--- config.mk ---
export PLATFORM = sky130hd
export DESIGN_NAME = vigenere_52_letter_cipher_core
export DESIGN_NICKNAME = d
export VERILOG_FILES = /design/src/design/vig52_pkg.sv /design/src/design/vigenere_52_letter_cipher_core.sv
export SDC_FILE = /design/constraint.sdc
export NUM_CORES = 2
export LEC_CHECK = 0
export BUFFER_PORTS_ARGS = -buffer_cell sky130_fd_sc_hd__clkbuf_2
export CORE_MARGIN = 3
export CORE_UTILIZATION = 50
export CTS_BUF_LIST = sky130_fd_sc_hd__clkbuf_8
export CTS_CLUSTER_DIAMETER = 30
export CTS_CLUSTER_SIZE = 10
export DETAILED_ROUTE_END_ITERATION = 6
export GPL_ROUTABILITY_DRIVEN = 1
export PLACE_DENSITY_LB_ADDON = 0.3
export SLEW_MARGIN = 15
export SYNTH_ARGS = -nofsm -noshare
export SYNTH_HDL_FRONTEND = slang
export SYNTH_SLANG_ARGS = --single-unit
--- constraint.sdc ---
create_clock -name i_clk -period 5.95 [get_ports i_clk]
set_input_delay 1.4875 -clock i_clk [delete_from_list [all_inputs] [get_ports i_clk]]
set_output_delay 1.4875 -clock i_clk [all_outputs]
set_load 0.05 [all_outputs]
--- src/design/vig52_pkg.sv ---
`timescale 1ns / 1ps
`default_nettype none
// ----------------------------------------------------------------------------
// vig52_pkg
// Types, codes and letter helpers for the 52-letter Vigenere cipher core.
// ----------------------------------------------------------------------------
package vig52_pkg;

    typedef logic [7:0] t_byte;
    typedef logic [5:0] t_letter;

    localparam logic OP_LOAD   = 1'b0;
    localparam logic OP_CIPHER = 1'b1;

    localparam logic CFG_KEY_LENGTH   = 1'b0;
    localparam logic CFG_DECRYPT_MODE = 1'b1;

    localparam t_letter ALPHA_SIZE = 6'd52;
    localparam t_letter HALF_SIZE  = 6'd26;
    localparam t_byte   UPPER_BASE = 8'h41;
    localparam t_byte   LOWER_BASE = 8'h61;

    function automatic logic is_letter(input t_byte c);
        return ((c >= 8'h41) && (c <= 8'h5a)) || ((c >= 8'h61) && (c <= 8'h7a));
    endfunction

    function automatic t_letter letter_index(input t_byte c);
        t_byte d;
        if (c <= 8'h5a) begin
            d = c - UPPER_BASE;
        end else begin
            d = c - LOWER_BASE + 8'(HALF_SIZE);
        end
        return d[5:0];
    endfunction

    function automatic t_byte index_letter(input t_letter v);
        if (v < HALF_SIZE) begin
            return UPPER_BASE + {2'b00, v};
        end
        return LOWER_BASE + {2'b00, v} - 8'(HALF_SIZE);
    endfunction

endpackage
`default_nettype wire

--- src/design/vigenere_52_letter_cipher_core.sv ---
`timescale 1ns / 1ps
`default_nettype none
// ----------------------------------------------------------------------------
// vigenere_52_letter_cipher_core
// Vigenere cipher over A-Z then a-z with a loadable key store.
// ----------------------------------------------------------------------------
// a text item is registered in stage one, then in the output register, before its result item
// throughput: one item per cycle while the output is not stalled; the key store read is registered in stage one
// key load items write the store and produce no result
// reset clears the key position, key_length to 1 and decrypt_mode to 0
// the key store is not reset and holds nothing meaningful until written
module vigenere_52_letter_cipher_core #(
    parameter int KEY_DEPTH = 256
) (
    input  wire                 i_clk,
    input  wire                 i_rst_n,
    input  wire                 i_cfg_valid,
    output logic                o_cfg_ready,
    input  wire                 i_cfg_index,
    input  wire  [8:0]          i_cfg_data,
    input  wire                 i_in_valid,
    output logic                o_in_ready,
    input  wire                 i_opcode,
    input  wire  [7:0]          i_data_byte,
    input  wire  [7:0]          i_key_slot,
    input  wire                 i_last_in_message,
    output logic                o_out_valid,
    input  wire                 i_out_ready,
    output vig52_pkg::t_byte    o_result_byte,
    output logic                o_result_last
);
    import vig52_pkg::*;

    localparam int AW      = (KEY_DEPTH > 1) ? $clog2(KEY_DEPTH) : 1;
    localparam int LEN_CAP = (KEY_DEPTH < 256) ? KEY_DEPTH : 256;
    localparam logic [8:0]  LEN_MAX   = 9'(LEN_CAP);
    localparam logic [12:0] DEPTH_LIM = 13'(KEY_DEPTH);

    t_byte       mem [KEY_DEPTH];

    logic [8:0]  r_key_length;
    logic        r_decrypt_mode;
    logic [7:0]  r_pos;
    logic        r_s1_valid;
    t_byte       r_s1_text;
    logic        r_s1_last;
    t_byte       r_key;
    logic        r_out_valid;
    t_byte       r_out_byte;
    logic        r_out_last;

    logic [8:0]  w_len;
    logic [7:0]  w_pos_eff;
    logic [8:0]  w_pos_inc;
    logic [7:0]  n_pos;
    logic [11:0] w_rd_ext;
    logic [11:0] w_wr_ext;
    logic [AW-1:0] w_rd_addr;
    logic [AW-1:0] w_wr_addr;
    logic        w_accept;
    logic        w_s1_move;
    logic        w_wr_en;
    logic        w_rd_en;
    t_letter     w_t;
    t_letter     w_k;
    logic [6:0]  w_sum;
    t_letter     w_v;
    t_byte       n_out_byte;

    assign o_cfg_ready = 1'b1;

    assign w_s1_move  = r_s1_valid && (!r_out_valid || i_out_ready);
    assign o_in_ready = !r_s1_valid || !r_out_valid || i_out_ready;
    assign w_accept   = i_in_valid && o_in_ready;
    assign w_wr_en    = w_accept && (i_opcode == OP_LOAD) && ({5'b0, i_key_slot} < DEPTH_LIM);
    assign w_rd_en    = w_accept && (i_opcode == OP_CIPHER);

    // effective key length and position
    always_comb begin
        w_len = r_key_length;
        if (w_len == 9'd0) begin
            w_len = 9'd1;
        end
        if (w_len > LEN_MAX) begin
            w_len = LEN_MAX;
        end
        w_pos_eff = ({1'b0, r_pos} >= w_len) ? 8'd0 : r_pos;
        w_pos_inc = {1'b0, w_pos_eff} + 9'd1;
        if (i_last_in_message || (w_pos_inc >= w_len)) begin
            n_pos = 8'd0;
        end else begin
            n_pos = w_pos_inc[7:0];
        end
    end

    assign w_rd_ext  = {4'b0, w_pos_eff};
    assign w_wr_ext  = {4'b0, i_key_slot};
    assign w_rd_addr = w_rd_ext[AW-1:0];
    assign w_wr_addr = w_wr_ext[AW-1:0];

    // key store
    always_ff @(posedge i_clk) begin
        if (w_wr_en) begin
            mem[w_wr_addr] <= i_data_byte;
        end
        if (w_rd_en) begin
            r_key     <= mem[w_rd_addr];
            r_s1_text <= i_data_byte;
            r_s1_last <= i_last_in_message;
        end
    end

    // letter arithmetic
    always_comb begin
        w_t = letter_index(r_s1_text);
        w_k = letter_index(r_key);
        if (r_decrypt_mode) begin
            w_sum = {1'b0, w_t} + 7'(ALPHA_SIZE) - {1'b0, w_k};
        end else begin
            w_sum = {1'b0, w_t} + {1'b0, w_k};
        end
        if (w_sum >= 7'(ALPHA_SIZE)) begin
            w_sum = w_sum - 7'(ALPHA_SIZE);
        end
        w_v = w_sum[5:0];
        if (is_letter(r_s1_text) && is_letter(r_key)) begin
            n_out_byte = index_letter(w_v);
        end else begin
            n_out_byte = r_s1_text;
        end
    end

    always_ff @(posedge i_clk) begin
        if (!i_rst_n) begin
            r_key_length   <= 9'd1;
            r_decrypt_mode <= 1'b0;
            r_pos          <= 8'd0;
            r_s1_valid     <= 1'b0;
            r_out_valid    <= 1'b0;
        end else begin
            if (i_cfg_valid) begin
                case (i_cfg_index)
                    CFG_KEY_LENGTH:   r_key_length   <= i_cfg_data;
                    CFG_DECRYPT_MODE: r_decrypt_mode <= i_cfg_data[0];
                    default:          r_key_length   <= r_key_length;
                endcase
            end
            if (w_rd_en) begin
                r_pos <= n_pos;
            end
            if (w_rd_en) begin
                r_s1_valid <= 1'b1;
            end else if (w_s1_move) begin
                r_s1_valid <= 1'b0;
            end
            if (w_s1_move) begin
                r_out_valid <= 1'b1;
            end else if (i_out_ready) begin
                r_out_valid <= 1'b0;
            end
        end
    end

    always_ff @(posedge i_clk) begin
        if (w_s1_move) begin
            r_out_byte <= n_out_byte;
            r_out_last <= r_s1_last;
        end
    end

    assign o_out_valid   = r_out_valid;
    assign o_result_byte = r_out_byte;
    assign o_result_last = r_out_last;

endmodule
`default_nettype wire

# == Yosys cells after proc, flatten, opt, wreduce, memory -nomap -nowiden ==
# Memory sizes are Yosys's and may differ from the RTL's. A register that Yosys moved wholly into a read port is not among the register bits.
# Cells that the tools add are included.
# word_totals
reg_bits,38
mem_bits_rw,2048
input_bits,33
out_inout_bits,12
elab_cells,80
n_memories,1
# op_classes
add_sub_neg,14
n_lt_le_gt_ge,13
mux,19
n_bitwise,2
n_reduce_logical,22
# mem_list
name,words,word_bits,read_ports,rd_ports_with_merged_regs,write_ports,line,source
mem,256,8,1,1,1,vigenere_52_letter_cipher_core.sv:39,t_byte mem [KEY_DEPTH];
# ops
op,n
2-to-1 mux 8 bit,5
"greater-or-equal comparator 8 x 7 -> 1 bit, second input constant",4
"less-or-equal comparator 8 x 7 -> 1 bit, second input constant",4
2-to-1 mux 6 bit,3
2-to-1 mux 9 bit,2
"subtractor 6 bit, second input constant",3
"adder 7 x 6 -> 8 bit, first input constant",2
"adder 6 x 5 -> 6 bit, second input constant",2
"subtractor 6 x 1 -> 6 bit, second input constant",2
"adder 8 x 1 -> 9 bit, second input constant",1
greater-or-equal comparator 8 x 9 -> 1 bit,1
greater-or-equal comparator 9 bit,1
"greater-than comparator 9 bit, second input constant",1
logical AND 1 bit,9
zero test 9 bit,1
2-to-1 mux 1 bit,8
"subtractor 8 x 5 -> 8 bit, second input constant",1
adder 6 x 6 -> 7 bit,1
"adder 6 x 6 -> 7 bit, second input constant",1
"greater-or-equal comparator 7 x 6 -> 1 bit, second input constant",1
2-to-1 mux 7 bit,1
subtractor 7 x 6 -> 7 bit,1
logical OR 1 bit,6
"less-than comparator 6 x 5 -> 1 bit, second input constant",1
other kinds (4),8

# == Logic depth before layout (Yosys ltp) ==
# logic_depth
word_depth,13
depth_mapped,25
mapped_depth_nobuf,23

# == Least setup slack after synthesis ==
# Ideal clock, no wire load.
# synth_path
path_type,flip-flop to flip-flop
from,register r_pos[0]
to,register r_pos[5]
setup_ns,0.076
arrival_time_ns,5.206
required_time_ns,5.874
path_slack_ns,0.668
stages_incl_launch_ff,26
n_path_buf,9
synth_period_minus_slack_ns,5.282
cell_sequence,dfxtp_1 -> buf_2 -> inv_1 -> clkbuf_1 -> clkbuf_1 -> clkbuf_1 -> clkbuf_1 -> ha_1 -> nor2b_1 -> o21a_1 -> buf_2 -> o211ai_2 -> inv_2 -> buf_2 -> buf_2 -> buf_1 -> ha_1 -> ha_1 -> a21o_1 -> a21o_1 -> a21o_1 -> a21o_1 -> a21oi_1 -> o21ai_1 -> a21bo_2 -> a21boi_0
# synth_via
elab_chain_cells,6
# synth_lines
element,line,source
"start, declared",vigenere_52_letter_cipher_core.sv:43,logic [7:0] r_pos;
"start signal, assigned",vigenere_52_letter_cipher_core.sv:149,r_pos <= n_pos;
greater-or-equal comparator 8 x 9 -> 1 bit,vigenere_52_letter_cipher_core.sv:87,"w_pos_eff = ({1'b0, r_pos} >= w_len) ? 8'd0 : r_pos;"
2-to-1 mux 8 bit *,vigenere_52_letter_cipher_core.sv:87,
adder 8 x 1 -> 9 bit *,vigenere_52_letter_cipher_core.sv:88,"w_pos_inc = {1'b0, w_pos_eff} + 9'd1;"
greater-or-equal comparator 9 bit,vigenere_52_letter_cipher_core.sv:89,if (i_last_in_message || (w_pos_inc >= w_len)) begin
logical OR 1 bit,vigenere_52_letter_cipher_core.sv:89,
2-to-1 mux 8 bit *,vigenere_52_letter_cipher_core.sv:89,
# Every way passes the cells marked *; elsewhere a longest branch is shown, timed or not.
# A chain may end at the register's enable or synchronous reset.

# == Final worst setup path ==
# layout_path
from,register r_key_length[8]
to,"register r_key[1], read port of mem, data pin"
# layout_via
elab_chain_cells,6
# layout_lines
element,line,source
"start, declared",vigenere_52_letter_cipher_core.sv:41,logic [8:0] r_key_length;
"start signal, assigned",vigenere_52_letter_cipher_core.sv:143,CFG_KEY_LENGTH: r_key_length <= i_cfg_data;
"start signal, assigned",vigenere_52_letter_cipher_core.sv:145,default: r_key_length <= r_key_length;
zero test 9 bit,vigenere_52_letter_cipher_core.sv:81,if (w_len == 9'd0) begin
2-to-1 mux 9 bit *,vigenere_52_letter_cipher_core.sv:81,
greater-than comparator 9 bit,vigenere_52_letter_cipher_core.sv:84,if (w_len > LEN_MAX) begin
2-to-1 mux 9 bit *,vigenere_52_letter_cipher_core.sv:84,
greater-or-equal comparator 8 x 9 -> 1 bit *,vigenere_52_letter_cipher_core.sv:87,
2-to-1 mux 8 bit *,vigenere_52_letter_cipher_core.sv:87,
"end, declared",vigenere_52_letter_cipher_core.sv:47,t_byte r_key;
# Marked as above.

==> results.sh <==
export IMPL_syn_area_per_cell_um2=14.9
export IMPL_cts_sinks=2094
export IMPL_grt_usage_pct=32.8
export IMPL_grt_max_degree=126
export IMPL_tightest_slew_ns=1.29
export IMPL_dieArea_um2=176000
export IMPL_dr_pass1_iters=7
export IMPL_min_to="o_result_last$_DFFE_PP_"
export IMPL_yosysSeqAreaShare_pct=73.1
export IMPL_r2r_slack_ns=0.13
export IMPL_finalHoldViolations=0
export IMPL_r2r_cells=12
export IMPL_drive_above_1_share_pct=17.5
export IMPL_numCtsBuffers=411
export IMPL_synth_nets=5823
export IMPL_dp_cells=7877
export IMPL_synth_warning_count=0
export IMPL_grt_pass1_wl_mm=410
export IMPL_whs_ns=0.413
export IMPL_nets=6155
export IMPL_die_h_um=420
export IMPL_min_from="r_s1_last$_DFFE_PP_"
export IMPL_htreeDepth=5
export IMPL_cts_clk_slew_worst_paths_ns=0.06
export IMPL_leakage_nw=31.8
export IMPL_fin_crit_ns=5.82
export IMPL_powerDensity_nw_per_um2=344
export IMPL_portBuffers=43
export IMPL_skew_ns=0.107
export IMPL_synth_edf_count=2074
export IMPL_worstSetupStartpointType="register"
export IMPL_synth_ff_type="edfxtp_1"
export IMPL_dr_total_vias=57900
export IMPL_stdcell_count=8633
export IMPL_max_freq_mhz=172
export IMPL_ir_drop_mv=0.231
export IMPL_synthCells=5740
export IMPL_ant_nets=0
export IMPL_cts_tree="yes"
export IMPL_grt_overflow=0
export IMPL_routed_wl_mm=292
export IMPL_drt_drc_violations_left=2
export IMPL_initial_core_util_pct=50.5
export IMPL_violations="design-rule violations"
export IMPL_cts_buffer_depth=4
export IMPL_syn_to_final_growth_pct=15.2
export IMPL_ys_ff_latch=2094
export IMPL_antenna_found_initial=19
export IMPL_hold_class="register to register"
export IMPL_r2r_start="r_key_length[8]$_SDFFE_PN0P_"
export IMPL_hold_depth=0
export IMPL_maxSlewHeadroom_pct=13.9
export IMPL_worstPathMaxFanout=33
export IMPL_yosysUniqueCellTypes=95
export IMPL_cp_required_ns=6.61
export IMPL_setup_viol=0
export IMPL_arrival_ns=6.48
export IMPL_die_x_um=420
export IMPL_ys_async_sr_fraction_pct=0
export IMPL_io_pins=45
export IMPL_grt_pass1_vias=55200
export IMPL_finalMaxSlewViolations=0
export IMPL_coreArea_um2=170000
export IMPL_drt_wirelength_per_cell_um=33.8
export IMPL_crit_type="register to register"
export IMPL_min_period_over_period_pct=97.9
export IMPL_maxCapViolations=0
export IMPL_startpoint="r_key_length[8]$_SDFFE_PN0P_"
export IMPL_cts_root_buf="clkbuf_8"
export IMPL_critPathCaptureType="register"
export IMPL_placementRows=151
export IMPL_r2r_end="r_key[1]$_DFFE_PP_"
export IMPL_postCtsSetupRepairBufs=0
export IMPL_status="complete, but fails checks"
export IMPL_vias_per_cell=6.70
export IMPL_syn_cell_area_um2=85700
export IMPL_hpwl_mm=175
export IMPL_drt_iter0_markers=9159
export IMPL_place_congestion=0.970
export IMPL_worstSkewPairLatency_ns=1.09
==> worst max-delay path: stages (launching register included) <==
cell	delay, ns
dfxtp_1	0.44
clkinv_1	0.24
nand2_1	0.16
ha_1	0.17
and4b_1	0.26
nand3_2	0.20
o211ai_4	0.93
buf_4	0.56
o22ai_1	0.30
a22oi_1	0.55
o21ai_0	0.16
o31ai_1	0.93
o2111ai_1	0.42
==> state kept, by name, summed over array words and instances, names as in the netlist <==
register / cells
o_result_byte: 8
o_result_last: 1
o_out_valid: 1
r_pos: 8
r_s1_valid: 1
r_s1_last: 1
r_key_length: 9
r_decrypt_mode: 1
mem: 2048
r_s1_text: 8
r_key: 8
==> layout by cell type, fill, tap and decap left out, types with 49 or more instances in the layout <==
master,synthesis,final
clkinv_2,0,51
bufinv_16,0,63
mux2_2,87,87
buf_4,18,232
clkbuf_8,0,428
inv_1,46,88
a221oi_1,51,51
clkinvlp_4,0,49
nor3_1,56,56
a31oi_1,60,60
a211oi_1,96,93
a21oi_1,331,330
nand3_1,114,112
o21ai_0,207,205
o22ai_1,90,89
nor2_1,446,442
clkinv_1,2,72
nand2_1,500,498
edfxtp_1,2074,2074
mux2i_1,406,406
o221ai_1,108,108
==> report_power, final <==
group	leakage [nW]	switching [mW]	internal, mW
Combinational	8.29	1.25	0.480
Clock	4.66	6.58	9.46
Sequential	18.8	0.0173	16.2
==> final cells by class <==
type | count | area, um^2
Antenna cell | 14 | 35.0
Fill cell | 12800 | 71100
Inverter | 50 | 201
Timing Repair Buffer | 309 | 2710
Clock inverter | 321 | 3330
Tap cell | 2218 | 2780
Clock buffer | 421 | 5790
Multi-Input combinational cell | 3206 | 21200
Sequential cell | 2094 | 62700
==> routing by layer <==
metal / vias to the layer above / routed length (um) / track usage, %
met2: 5006 / 126000 / 47.6
met4: 12 / 21300 / 20.2
met5: - / 67 / 0
met3: 1081 / 44100 / 10.6
li1: 23300 / - / -
met1: 28500 / 100000 / 43.0
==> cell families after synthesis <==
logic type / count (synthesis) / synth area share (%)
flip-flops: 2094 / 73.1
multiplexers: 522 / 6.64
buffers and inverters: 440 / 2.29
AND/OR/NAND/NOR: 1293 / 6.50
other: 1 / 0.00437
XOR/XNOR: 20 / 0.204
AO/OA/AOI/OAI: 1320 / 10.5
adder cells (fa/ha/maj): 50 / 0.747
==> cells in the mapped netlist (51+ instances only) <==
master,count,area [um^2]
mux2_2,87,980
nand3_1,114,571
nor3_1,56,280
nor2_1,446,1670
buf_1,53,199
o221ai_1,108,946
edfxtp_1,2074,62300
o21ai_0,207,1040
a221oi_1,51,447
a31oi_1,60,375
buf_2,148,741
a211oi_1,96,721
nand2_1,500,1880
a21oi_1,331,1660
mux2i_1,406,4060
o22ai_1,90,563
clkbuf_1,163,612
==> worst max-delay path by stage <==
stage	cells after the start	to	slack (ns)
6_report	12	r_key[1]$_DFFE_PP_	0.13
5_1_grt	19	o_result_byte[4]$_DFFE_PP_	-0.05
4_1_cts	22	o_result_byte[4]$_DFFE_PP_	0.39
3_5_place_dp	22	o_result_byte[4]$_DFFE_PP_	0.42
3_3_place_gp	22	o_result_byte[4]$_DFFE_PP_	0.33
2_1_floorplan	25	r_pos[5]$_SDFFE_PN0P_	0.67
==> per-stage QoR <==
stage / worst slack, ns / power (mW) / utilization [%] / setup TNS, ns / cell area (um^2)
after floorplan: 0.668 / 17.4 / - / 0 / 85700
after CTS: 0.391 / 34.0 / 58.1 / 0 / 98700
after detailed placement: 0.419 / 18.2 / 52.8 / 0 / 89600
after global routing: -0.0526 / 34.9 / 58.1 / -0.0526 / 98700
final: 0.128 / 34.0 / 58.2 / 0 / 98800
after global placement: 0.327 / 18.2 / 52.8 / 0 / 89600
==> what timing repair did <==
action | 4_1_cts | 5_1_grt
endpoints found under the setup margin | 0 | 1
gates resized for setup | 0 | 1
hold buffers | 0 | 0
(Power assumes the default switching activity.)
